File: src/hw/rtl/kxbs_pkg.sv
// shared types, constants and helpers for the keyed xor / bit-shift packet cipher
// used by every module under hw/rtl; depends on nothing

package kxbs_pkg;

    // key store
    localparam int MAX_KEY_BYTES = 16;
    localparam int KEY_BITS      = 8 * MAX_KEY_BYTES;
    localparam int KEY_IDX_W     = $clog2(MAX_KEY_BYTES);
    localparam int KEY_LEN_W     = 5;
    localparam int KEY_POS_W     = 5;
    localparam logic [KEY_LEN_W-1:0] KEY_LEN_MAX   = KEY_LEN_W'(MAX_KEY_BYTES);
    localparam logic [KEY_LEN_W-1:0] KEY_LEN_RESET = KEY_LEN_W'(MAX_KEY_BYTES);

    // shift amounts: bytes move up by 5, so 5 bits carry between bytes
    localparam int SHIFT_UP  = 5;
    localparam int CARRY_W   = 8 - 3;
    localparam int HELD_W    = 8 - SHIFT_UP;
    localparam logic [CARRY_W-1:0] CARRY_INIT = CARRY_W'(3);

    // configuration register indexes
    localparam int CFG_IDX_W = 2;
    localparam logic [CFG_IDX_W-1:0] REG_MODE       = 2'd0;
    localparam logic [CFG_IDX_W-1:0] REG_KEY_LOW    = 2'd1;
    localparam logic [CFG_IDX_W-1:0] REG_KEY_HIGH   = 2'd2;
    localparam logic [CFG_IDX_W-1:0] REG_KEY_LENGTH = 2'd3;
    localparam int CFG_DATA_W = 64;

    // mode codes
    localparam logic MODE_ENCRYPT = 1'b0;
    localparam logic MODE_DECRYPT = 1'b1;

    // queue between front and back
    localparam int QUEUE_DEPTH = 4;
    localparam int QUEUE_PTR_W = $clog2(QUEUE_DEPTH);
    localparam int QUEUE_CNT_W = $clog2(QUEUE_DEPTH + 1);

    typedef struct packed {
        logic [7:0] data_in;
        logic       last_in;
    } in_word_t;

    typedef struct packed {
        logic [7:0] data_out;
        logic       last_out;
    } out_word_t;

    // configuration seen by the front
    typedef struct packed {
        logic                 mode;
        logic [KEY_BITS-1:0]  key;
        logic [KEY_LEN_W-1:0] key_length;
    } cfg_t;

    // one queued item: one or two output words, the second always ends the packet
    typedef struct packed {
        logic       two_words;
        out_word_t  first;
        logic [7:0] second_data;
    } q_entry_t;

    function automatic logic [7:0] key_byte(
        input logic [KEY_BITS-1:0]  key,
        input logic [KEY_IDX_W-1:0] idx
    );
        return key[idx*8 +: 8];
    endfunction

endpackage

File: src/hw/rtl/kxbs_front.sv
// front end: accepts packet words, runs the key stream and the shift carry,
// and pushes finished output words into the queue; depends on kxbs_pkg

module kxbs_front import kxbs_pkg::*; (
    input  logic     aclk,
    input  logic     aresetn,
    input  cfg_t     cfg,
    input  logic     s_valid,
    output logic     s_ready,
    input  in_word_t s_word,
    input  logic     q_full,
    output logic     q_push,
    output q_entry_t q_entry
);

    logic [KEY_POS_W-1:0] key_pos_reg, key_pos_next;
    logic [CARRY_W-1:0]   carry_reg, carry_next;
    logic [HELD_W-1:0]    held_reg, held_next;
    logic                 in_pkt_reg, in_pkt_next;

    logic                 accept;
    logic                 encrypt;
    logic [KEY_POS_W-1:0] pos_cur;
    logic [CARRY_W-1:0]   carry_cur;
    logic [KEY_LEN_W-1:0] len_eff;
    logic                 wrap;
    logic [7:0]           key_val;
    logic [KEY_POS_W-1:0] pos_adv;
    logic                 use_key;
    logic [7:0]           xored;

    assign s_ready = !q_full;
    assign accept  = s_valid && s_ready;
    assign encrypt = (cfg.mode == MODE_ENCRYPT);

    // packet start restarts the key stream and the carry
    assign pos_cur   = in_pkt_reg ? key_pos_reg : '0;
    assign carry_cur = in_pkt_reg ? carry_reg : CARRY_INIT;

    // key stream: past the key length, byte 0 is given once and the position resets
    assign len_eff = (cfg.key_length > KEY_LEN_MAX) ? KEY_LEN_MAX : cfg.key_length;
    assign wrap    = (pos_cur >= len_eff);
    assign key_val = wrap ? key_byte(cfg.key, '0) : key_byte(cfg.key, pos_cur[KEY_IDX_W-1:0]);
    assign pos_adv = wrap ? '0 : pos_cur + KEY_POS_W'(1);

    // decrypt draws no key byte on the first word of a packet
    assign use_key = encrypt || in_pkt_reg;
    assign xored   = s_word.data_in ^ key_val;

    // result words
    always_comb begin
        q_entry = '0;
        if (encrypt) begin
            q_entry.two_words      = s_word.last_in;
            q_entry.first.data_out = {xored[2:0], carry_cur};
            q_entry.first.last_out = 1'b0;
            q_entry.second_data    = {3'b000, xored[7:3]};
        end else begin
            q_entry.two_words      = 1'b0;
            q_entry.first.data_out = {s_word.data_in[4:0], held_reg} ^ key_val;
            q_entry.first.last_out = s_word.last_in;
            q_entry.second_data    = '0;
        end
    end

    assign q_push = accept && use_key;

    // state update on every accepted word
    always_comb begin
        key_pos_next = key_pos_reg;
        carry_next   = carry_reg;
        held_next    = held_reg;
        in_pkt_next  = in_pkt_reg;
        if (accept) begin
            key_pos_next = use_key ? pos_adv : pos_cur;
            carry_next   = encrypt ? xored[7:3] : carry_cur;
            held_next    = encrypt ? held_reg : s_word.data_in[7:SHIFT_UP];
            in_pkt_next  = !s_word.last_in;
        end
    end

    always_ff @(posedge aclk) begin
        if (!aresetn) begin
            key_pos_reg <= '0;
            carry_reg   <= CARRY_INIT;
            held_reg    <= '0;
            in_pkt_reg  <= 1'b0;
        end else begin
            key_pos_reg <= key_pos_next;
            carry_reg   <= carry_next;
            held_reg    <= held_next;
            in_pkt_reg  <= in_pkt_next;
        end
    end

endmodule

File: src/hw/rtl/kxbs_queue.sv
// short fifo of result entries between the front and the back
// depends on kxbs_pkg for the entry type and depth

module kxbs_queue import kxbs_pkg::*; (
    input  logic     aclk,
    input  logic     aresetn,
    input  logic     push,
    input  q_entry_t push_entry,
    output logic     full,
    input  logic     pop,
    output q_entry_t pop_entry,
    output logic     empty
);

    q_entry_t               slot_reg [QUEUE_DEPTH];
    logic [QUEUE_PTR_W-1:0] wr_ptr_reg, wr_ptr_next;
    logic [QUEUE_PTR_W-1:0] rd_ptr_reg, rd_ptr_next;
    logic [QUEUE_CNT_W-1:0] count_reg, count_next;

    assign full      = (count_reg == QUEUE_CNT_W'(QUEUE_DEPTH));
    assign empty     = (count_reg == '0);
    assign pop_entry = slot_reg[rd_ptr_reg];

    // pointer and fill count
    always_comb begin
        wr_ptr_next = push ? wr_ptr_reg + QUEUE_PTR_W'(1) : wr_ptr_reg;
        rd_ptr_next = pop ? rd_ptr_reg + QUEUE_PTR_W'(1) : rd_ptr_reg;
        count_next  = count_reg;
        if (push && !pop) begin
            count_next = count_reg + QUEUE_CNT_W'(1);
        end else if (pop && !push) begin
            count_next = count_reg - QUEUE_CNT_W'(1);
        end
    end

    always_ff @(posedge aclk) begin
        if (!aresetn) begin
            wr_ptr_reg <= '0;
            rd_ptr_reg <= '0;
            count_reg  <= '0;
        end else begin
            wr_ptr_reg <= wr_ptr_next;
            rd_ptr_reg <= rd_ptr_next;
            count_reg  <= count_next;
        end
    end

    // entry storage
    always_ff @(posedge aclk) begin
        if (push) begin
            slot_reg[wr_ptr_reg] <= push_entry;
        end
    end

`ifndef SYNTH
    a_no_overflow: assert property (@(posedge aclk) disable iff (!aresetn)
        push |-> (!full || pop))
        else $error("queue written while full");

    a_count_bound: assert property (@(posedge aclk) disable iff (!aresetn)
        count_reg <= QUEUE_CNT_W'(QUEUE_DEPTH))
        else $error("queue count beyond depth");
`endif

endmodule

File: src/hw/rtl/kxbs_back.sv
// back end: drains queue entries into the output register, one word a cycle while m_ready allows,
// splitting two-word entries; depends on kxbs_pkg

module kxbs_back import kxbs_pkg::*; (
    input  logic      aclk,
    input  logic      aresetn,
    input  logic      q_empty,
    input  q_entry_t  q_entry,
    output logic      q_pop,
    output logic      m_valid,
    input  logic      m_ready,
    output out_word_t m_word
);

    logic       m_valid_reg, m_valid_next;
    out_word_t  m_word_reg, m_word_next;
    logic       pend_reg, pend_next;
    logic [7:0] pend_data_reg, pend_data_next;
    logic       load;

    // output register free or being taken
    assign load  = !m_valid_reg || m_ready;
    assign q_pop = load && !pend_reg && !q_empty;

    always_comb begin
        m_valid_next   = m_valid_reg;
        m_word_next    = m_word_reg;
        pend_next      = pend_reg;
        pend_data_next = pend_data_reg;
        if (load) begin
            if (pend_reg) begin
                m_valid_next         = 1'b1;
                m_word_next.data_out = pend_data_reg;
                m_word_next.last_out = 1'b1;
                pend_next            = 1'b0;
            end else if (!q_empty) begin
                m_valid_next   = 1'b1;
                m_word_next    = q_entry.first;
                pend_next      = q_entry.two_words;
                pend_data_next = q_entry.second_data;
            end else begin
                m_valid_next = 1'b0;
            end
        end
    end

    always_ff @(posedge aclk) begin
        if (!aresetn) begin
            m_valid_reg <= 1'b0;
            pend_reg    <= 1'b0;
        end else begin
            m_valid_reg <= m_valid_next;
            pend_reg    <= pend_next;
        end
    end

    // payload registers
    always_ff @(posedge aclk) begin
        m_word_reg    <= m_word_next;
        pend_data_reg <= pend_data_next;
    end

    assign m_valid = m_valid_reg;
    assign m_word  = m_word_reg;

`ifndef SYNTH
    a_pend_has_word: assert property (@(posedge aclk) disable iff (!aresetn)
        pend_reg |-> m_valid_reg)
        else $error("second word pending with no first word shown");

    a_pop_not_empty: assert property (@(posedge aclk) disable iff (!aresetn)
        q_pop |-> !q_empty)
        else $error("pop from empty queue");

    a_pend_after_first: assert property (@(posedge aclk) disable iff (!aresetn)
        $rose(pend_reg) |-> !m_word_reg.last_out)
        else $error("closing carry word follows a word marked last");
`endif

endmodule

File: src/hw/rtl/keyed_xor_bit_shift_packet_cipher_top.sv
// keyed xor / bit-shift packet cipher: one word a cycle in, one word a cycle out,
// while the queue has room and m_ready is high; queued on accept, then registered out
// encrypt adds a closing word per packet; a full four-entry queue then stalls the input
// decrypt emits nothing for the first word of a packet
// synchronous active-low reset: mode encrypt, key zero, key length 16, empty queue
// depends on kxbs_pkg, kxbs_front, kxbs_queue, kxbs_back

module keyed_xor_bit_shift_packet_cipher_top import kxbs_pkg::*; (
    input  logic                  aclk,
    input  logic                  aresetn,
    input  logic                  cfg_we,
    input  logic [CFG_IDX_W-1:0]  cfg_index,
    input  logic [CFG_DATA_W-1:0] cfg_wdata,
    input  logic                  s_valid,
    output logic                  s_ready,
    input  in_word_t              s_word,
    output logic                  m_valid,
    input  logic                  m_ready,
    output out_word_t             m_word
);

    logic                  mode_reg;
    logic [CFG_DATA_W-1:0] key_low_reg;
    logic [CFG_DATA_W-1:0] key_high_reg;
    logic [KEY_LEN_W-1:0]  key_len_reg;
    cfg_t                  cfg;

    logic     q_push, q_pop, q_full, q_empty;
    q_entry_t q_in, q_out;

    // configuration registers
    always_ff @(posedge aclk) begin
        if (!aresetn) begin
            mode_reg     <= MODE_ENCRYPT;
            key_low_reg  <= '0;
            key_high_reg <= '0;
            key_len_reg  <= KEY_LEN_RESET;
        end else if (cfg_we) begin
            unique case (cfg_index)
                REG_MODE:       mode_reg     <= cfg_wdata[0];
                REG_KEY_LOW:    key_low_reg  <= cfg_wdata;
                REG_KEY_HIGH:   key_high_reg <= cfg_wdata;
                REG_KEY_LENGTH: key_len_reg  <= cfg_wdata[KEY_LEN_W-1:0];
                default: ;
            endcase
        end
    end

    assign cfg.mode       = mode_reg;
    assign cfg.key        = {key_high_reg, key_low_reg};
    assign cfg.key_length = key_len_reg;

    kxbs_front u_front (
        .aclk    (aclk),
        .aresetn (aresetn),
        .cfg     (cfg),
        .s_valid (s_valid),
        .s_ready (s_ready),
        .s_word  (s_word),
        .q_full  (q_full),
        .q_push  (q_push),
        .q_entry (q_in)
    );

    kxbs_queue u_queue (
        .aclk       (aclk),
        .aresetn    (aresetn),
        .push       (q_push),
        .push_entry (q_in),
        .full       (q_full),
        .pop        (q_pop),
        .pop_entry  (q_out),
        .empty      (q_empty)
    );

    kxbs_back u_back (
        .aclk    (aclk),
        .aresetn (aresetn),
        .q_empty (q_empty),
        .q_entry (q_out),
        .q_pop   (q_pop),
        .m_valid (m_valid),
        .m_ready (m_ready),
        .m_word  (m_word)
    );

endmodule

File: config.mk
export PLATFORM = sky130hd
export DESIGN_NAME = keyed_xor_bit_shift_packet_cipher_top
export DESIGN_NICKNAME = d
export VERILOG_FILES = /design/src/hw/rtl/kxbs_pkg.sv /design/src/hw/rtl/kxbs_front.sv /design/src/hw/rtl/kxbs_queue.sv /design/src/hw/rtl/kxbs_back.sv /design/src/hw/rtl/keyed_xor_bit_shift_packet_cipher_top.sv
export SDC_FILE = /design/constraint.sdc
export NUM_CORES = 1
export LEC_CHECK = 0
export BUFFER_PORTS_ARGS = -buffer_cell sky130_fd_sc_hd__buf_2
export CORE_ASPECT_RATIO = 1.5
export CORE_MARGIN = 2
export CORE_UTILIZATION = 40
export CTS_CLUSTER_SIZE = 25
export DETAILED_ROUTE_END_ITERATION = 10
export MAX_ROUTING_LAYER = met4
export PLACE_DENSITY = 0.56
export SLEW_MARGIN = 30
export SYNTH_ARGS = -nofsm -noshare
export SYNTH_HDL_FRONTEND = slang
export SYNTH_SLANG_ARGS = --single-unit
File: constraint.sdc
create_clock -name aclk -period 7.3 [get_ports aclk]
set_input_delay 0.73 -clock aclk [delete_from_list [all_inputs] [get_ports aclk]]
set_output_delay 0.73 -clock aclk [all_outputs]
set_load 0.02 [all_outputs]
== After elaboration in Yosys (flattened, before gate mapping) ==
Memory sizes are Yosys's and may differ from the RTL's. A register that Yosys moved wholly into a read port is not among the register bits.
Cells that the tools add are included.

* Register bits: 174
* Bits in latches: 0
* Memory bits (writable): 72
* Bits in read-only memories: 0
* Word-level logic and storage cells: 80
* Memories kept: 1

* Add/subtract/negate cells: 5
* Multiply operators: 0
* Div/mod/pow operators: 0
* Magnitude comparators: 2
* Equal/unequal tests: 5
* Shift-type cells: 1
* Multiplexer cells: 20
* Bitwise gates (word level): 5
* Reduce and logical (&&, ||, !) cells: 25

{| class="wikitable"
|+ Memory list
! memory !! words !! bits a word !! read ports !! clocked after memory_dff !! wr ports !! RTL line !! RTL
|-
| u_queue.slot_reg || 4 || 18 || 1 || 1 || 1 || kxbs_queue.sv:15 || <nowiki>q_entry_t slot_reg [QUEUE_DEPTH];</nowiki>
|}

{| class="wikitable"
|+ Operators with widths
! kind !! number
|-
| $shiftx A128 B8 Y8 || 1
|-
| $mux W5 || 6
|-
| $mux W18 || 1
|-
| $mux W9 || 2
|-
| $xor A8 B8 Y8 || 2
|-
| $reduce_and A2 Y1 || 6
|-
| $mux W8 || 1
|-
| $logic_not A1 Y1 || 7
|-
| $logic_and A1 B1 Y1 || 6
|-
| $mux W1 || 6
|-
| $mux W3 || 2
|-
| $add A5 B1 Y5 const B || 1
|-
| $ge A5 B5 Y1 || 1
|-
| $gt A5 B5 Y1 const B || 1
|-
| $add A2 B1 Y2 const B || 2
|-
| $eq A2 B2 Y1 const B || 2
|-
| $mux W2 || 2
|-
| $add A3 B1 Y3 const B || 1
|-
| $eq A3 B3 Y1 const B || 1
|-
| $logic_not A3 Y1 || 1
|-
| $not A1 Y1 || 3
|-
| $reduce_and A3 Y1 || 1
|-
| $sub A3 B1 Y3 const B || 1
|-
| $eq A2 B1 Y1 const B || 1
|-
| other kinds (4) || 5
|}

== Depth between registers and ports, before layout ==
* Word-level depth: 8
* Depth in mapped cells: 11
* Depth with buffers taken out: 9

== Hierarchy ==
Synthesis repeated with hierarchy kept, for this count alone.

* Cells, all modules: 1,027
* Area total of the unflattened synthesis: 11,518.5 µm²

{| class="wikitable"
|+ By module, submodules not included
! module !! times used !! cells each !! area each (µm²) !! sequential area each (µm²)
|-
| keyed_xor_bit_shift_packet_cipher_top || 1 || 507 || 5,088.6 || 2,682.6
|-
| kxbs_queue || 1 || 137 || 3,084.2 || 2,342.2
|-
| kxbs_front || 1 || 343 || 2,605.0 || 280.3
|-
| kxbs_back || 1 || 40 || 740.7 || 550.5
|}

== Worst setup path after synthesis ==
OpenSTA, ideal clock, no wires.

* Kind: register -> register
* From: register u_front.key_pos_reg[0]
* To: memory u_queue.slot_reg[0][4] in the netlist's numbering, data pin
* Setup time: 0.266 ns
* Data arrival time: 2.603 ns
* Required time: 7.034 ns
* Setup slack: 4.431 ns
* Stages on the path, launching flop included: 11
* Buffers on the path: 3
* Path through: dfxtp_1 > buf_6 > buf_8 > nand2_1 > ha_1 > nand2b_1 > a2111o_1 > a31oi_2 > buf_2 > mux2i_1 > mux2_2

{| class="wikitable"
|+ RTL lines
! element !! RTL line !! RTL
|-
| from (decl) || kxbs_front.sv:16 || <nowiki>logic [KEY_POS_W-1:0] key_pos_reg, key_pos_next;</nowiki>
|-
| from (signal assigned) || kxbs_front.sv:89 || <nowiki>key_pos_reg <= key_pos_next;</nowiki>
|-
| to (decl) || kxbs_queue.sv:15 ||
|}

==> results.md <==
- Worst hold path stage count: 2
- Count of different cell masters after synthesis: 62
- GRT Max-Usage Layer: met2
- Placement-stage cell area: 11090 sq um
- Sequential share of the synthesized area: 0.5168
- Post-synth EDFFs: 74
- CTS tree: yes
- Sum of negative setup slack: 0 ns
- Core region area: 25760 sq um
- Endpoint of the most critical register-to-register path: u_queue.slot_reg[1][14]
- Total routed wirelength: 28480 um
- Final setup violation count: 0
- Chip Width: ~140 um
- Length of the first detailed-routing pass in iterations: 5
- Number of warning messages in the yosys log: 0
- Number of hold-slack violations in the final timing report: 0
- Status: finished, final reports clean
- Antenna Violating Nets Remaining: 0
- Area of the mapped netlist: ~10000 sq um
- Count of routing violations after the opening detailed-route iteration: roughly 570
- Classification of the worst-slack hold path: reg2reg
- Setup clock skew after layout: 0.009306 ns
- Grt met3 use: 0.02634
- Top cell type's share of synthesized area: 0.3043
- Area growth syn-to-layout: 12.82%
- Simple-Gate Fraction of Synth Area: 0.1665
- Number of global-route vias before repair: 7800
- Clock transition time at the flip-flop clock pins of the worst setup and hold paths: 0.06 ns
- Core utilization of the finished layout: 0.4580
- Share of final-layout standard cells stronger than drive strength 1: 0.1581
- Maximum Capacitance Violations: 0
- Cell count of the worst reg-to-reg path: 9
- Total of buffers placed on input and output ports: 90
- Die Y: 202.0 um
- Actual slew at the worst max-slew pin: a little over 0.9 ns
- Sort of element at the end of the critical path: flip-flop
- Postcts setup bufs: 0
- Final worst path period share: 0.5005
- Initial Utilization: 0.4059
- Unrepaired setup endpoints after global routing: no
- Category of the worst setup path launch point: flip-flop
- Maximum ir drop on the vdd rail: 0.1599 mV
- Fill cell total of the finished layout: 2597
- Power density over the cells: 276.0 nW/um^2
- Number of cell rows: 72
- Die ar.: 27480 sq um
- Global routing met1 resource utilization: 0.2450
- Setup slack after layout: between 3 and 4 ns
- Number of vias after detailed routing: 8004
- Global placement routability congestion: slightly below 0.9
- Non-Filler Cell Area, Final: 11800 sq um
- NumNets Final: 1227
- Register bit count reported by yosys: ~230
- Post-route minimum period: 3.654 ns
- Synth Area in Compound Gates: 0.1351
- Met2 Resource Use GR: 0.3697
- # hold bufs at CTS: 0
- Post-synth top area cell: sky130_fd_sc_hd__dfxtp_1
- Multiplexer area fraction after synthesis: 0.1098
- Hpwl dp: 19740 um
- Number of antenna cells inserted: 0
- Critical path start-end classification: reg2reg
- Number of non-filler instances in the completed layout: 1484
- Hold path start: key_high_reg[37]
- Area used by multi-input combinational logic: between 4000 and 5000 sq um
- Adder and majority cell fraction of the synthesized area: 0.01507
- Cells after synthesis: about 1100
- Total chip power: 3.256 mW
- Total Routing Usage GR: 0.2143
- Cells after DPL: 1443
- Highest clock frequency the design can meet: ~0.27 GHz
- Maximum number of buffers from clock root to sink: 3
- Remaining routing DRC violations: 0
- Antenna violations before repair: 0
- Data arrival time of the critical path: a little under 4 ns
- Max Slew Vio Count: 0
- Clock latency of the later-clocked register in the worst-skew pair: 0.51 ns
- Post-DR vias/cell: 5.394
- Top-Level Pins: 91
- Post-synth top flop: sky130_fd_sc_hd__dfxtp_1
- Sink count of the clock tree: 233
- FF/Latch Area: 5409 sq um
- R2R Path Start: u_front.key_pos_reg[0]
- Pre-CTS worst setup slack: 3.666 ns
- Clock root cell: sky130_fd_sc_hd__clkbuf_16
- First-pass GRT wire length: between 40000 and 50000 um
- P_leak: 4.110 nW
- Global route total overflow: 0
- Synth top area cells: sky130_fd_sc_hd__dfxtp_1 (30%), sky130_fd_sc_hd__edfxtp_1 (21%), sky130_fd_sc_hd__nand2_1 (10%), sky130_fd_sc_hd__a21oi_1 (6.8%), sky130_fd_sc_hd__mux4_2 (5.4%)
- Critical path peak fanout: 45
- Mapped Avg Cell Area: 9.639 sq um
- H-tree level count: 1
- WHS: 0.4531 ns
- Crit path required time: about 7.6 ns
- Worst rel slew slack: 0.3776
- Count of cells resized by post-cts repair: 0
- Pin count of the biggest net entering global routing: 86
- Post-DR wirelength/cell: 19.19 um
- End point of the worst hold path: key_high_reg[37]
- Main combinational cell family by area after synthesis: simple AND/OR/NAND/NOR gates
- Syn_nets: 1177
- Async S/R FF share, synth: 0
- XOR/XNOR Fraction of Synth Area: 0.01675
- Reg-to-reg slack, setup: around 3.6 ns
- Inserted Clock Buffers: 23
==> placed cells by master (no fill, tap or decap), types with 4 or more instances in the layout <==
cell type / instances
sky130_fd_sc_hd__clkinv_2: 5
sky130_fd_sc_hd__nand3_1: 12
sky130_fd_sc_hd__buf_2: 90
sky130_fd_sc_hd__xor2_1: 9
sky130_fd_sc_hd__nand2b_1: 5
sky130_fd_sc_hd__clkbuf_16: 24
sky130_fd_sc_hd__o31ai_1: 5
sky130_fd_sc_hd__a21oi_1: 143
sky130_fd_sc_hd__mux2i_1: 45
sky130_fd_sc_hd__a2111o_1: 4
sky130_fd_sc_hd__nor2_1: 44
sky130_fd_sc_hd__mux4_2: 25
sky130_fd_sc_hd__o22ai_1: 6
sky130_fd_sc_hd__o21ai_0: 10
sky130_fd_sc_hd__clkbuf_1: 7
sky130_fd_sc_hd__buf_4: 11
sky130_fd_sc_hd__nor3_1: 10
sky130_fd_sc_hd__dfxtp_1: 156
sky130_fd_sc_hd__nor2b_1: 14
sky130_fd_sc_hd__a32oi_1: 9
sky130_fd_sc_hd__inv_1: 21
sky130_fd_sc_hd__and2_1: 12
sky130_fd_sc_hd__ha_1: 11
sky130_fd_sc_hd__nand2_1: 284
sky130_fd_sc_hd__a2111oi_0: 4
sky130_fd_sc_hd__o221ai_1: 8
sky130_fd_sc_hd__xnor2_1: 11
sky130_fd_sc_hd__o211ai_1: 10
sky130_fd_sc_hd__edfxtp_1: 74
sky130_fd_sc_hd__and4_1: 4
sky130_fd_sc_hd__mux2_2: 12
==> worst max path at each step <==
| stage | start | endpoint |
|---|---|---|
| 4_1_cts | u_front.key_pos_reg[0] | u_queue.slot_reg[1][14] |
| 3_5_place_dp | u_front.key_pos_reg[0] | u_queue.slot_reg[1][14] |
| 5_1_grt | u_front.key_pos_reg[2] | u_queue.slot_reg[1][14] |
| 3_3_place_gp | u_front.key_pos_reg[2] | u_queue.slot_reg[0][14] |
| 2_1_floorplan | u_front.key_pos_reg[0] | u_queue.slot_reg[0][4] |
| 6_report | u_front.key_pos_reg[0] | u_queue.slot_reg[1][14] |
==> synth_stat cells, types with 5 or more instances <==
library cell	number
sky130_fd_sc_hd__mux2_2	12
sky130_fd_sc_hd__and2_1	12
sky130_fd_sc_hd__o211ai_1	10
sky130_fd_sc_hd__inv_1	21
sky130_fd_sc_hd__o31ai_1	5
sky130_fd_sc_hd__ha_1	11
sky130_fd_sc_hd__mux2i_1	45
sky130_fd_sc_hd__nor2b_1	14
sky130_fd_sc_hd__o21ai_0	10
sky130_fd_sc_hd__a32oi_1	9
sky130_fd_sc_hd__buf_2	10
sky130_fd_sc_hd__xnor2_1	11
sky130_fd_sc_hd__o22ai_1	6
sky130_fd_sc_hd__nor3_1	11
sky130_fd_sc_hd__dfxtp_1	159
sky130_fd_sc_hd__clkbuf_1	58
sky130_fd_sc_hd__mux4_2	25
sky130_fd_sc_hd__xor2_1	9
sky130_fd_sc_hd__o221ai_1	8
sky130_fd_sc_hd__a21oi_1	143
sky130_fd_sc_hd__edfxtp_1	74
sky130_fd_sc_hd__nand3_1	12
sky130_fd_sc_hd__nand2b_1	5
sky130_fd_sc_hd__nand2_1	284
sky130_fd_sc_hd__nor2_1	45
==> cell type report <==
class / count / area share
sequential: 233 / 0.4584
multi-input combinational: 754 / 0.3940
clock buffer: 32 / 0.05429
timing repair buffer: 101 / 0.04517
tap: 333 / 0.03531
inverter: 22 / 0.007210
clock inverter: 9 / 0.005620
==> metal layers <==
metal / wire, um / part of all wire
met1: 11150 / 0.39
met2: 14910 / 0.52
met3: 1052 / 0.037
met4: 1370 / 0.048
met5: 0 / 0
==> power by group <==
group,internal [mW],switching [mW],total (mW)
Sequential,1.49,0.0678,1.56
Clock,0.646,0.492,1.14
Combinational,0.226,0.330,0.557
==> critical path: stages, from the launching register on <==
cell and delay [ns]:
sky130_fd_sc_hd__dfxtp_2 0.31, sky130_fd_sc_hd__buf_4 0.48, sky130_fd_sc_hd__nand2_1 0.24, sky130_fd_sc_hd__ha_1 0.33, sky130_fd_sc_hd__nand2b_1 0.14, sky130_fd_sc_hd__a2111o_1 0.47
sky130_fd_sc_hd__a31o_1 0.42, sky130_fd_sc_hd__or4_1 0.56, sky130_fd_sc_hd__o31a_1 0.12, sky130_fd_sc_hd__o221ai_1 0.34
==> cells by family (layout without fill, tap and decap cells) <==
| group | Yosys count | after routing |
|---|---|---|
| XOR/XNOR | 20 | 20 |
| buffers and inverters | 98 | 164 |
| AO/OA/AOI/OAI | 230 | 230 |
| AND/OR/NAND/NOR | 410 | 410 |
| adder cells (fa/ha/maj) | 12 | 12 |
| multiplexers | 82 | 82 |
| flip-flops | 233 | 233 |
Power figures use the tool's default switching activity.
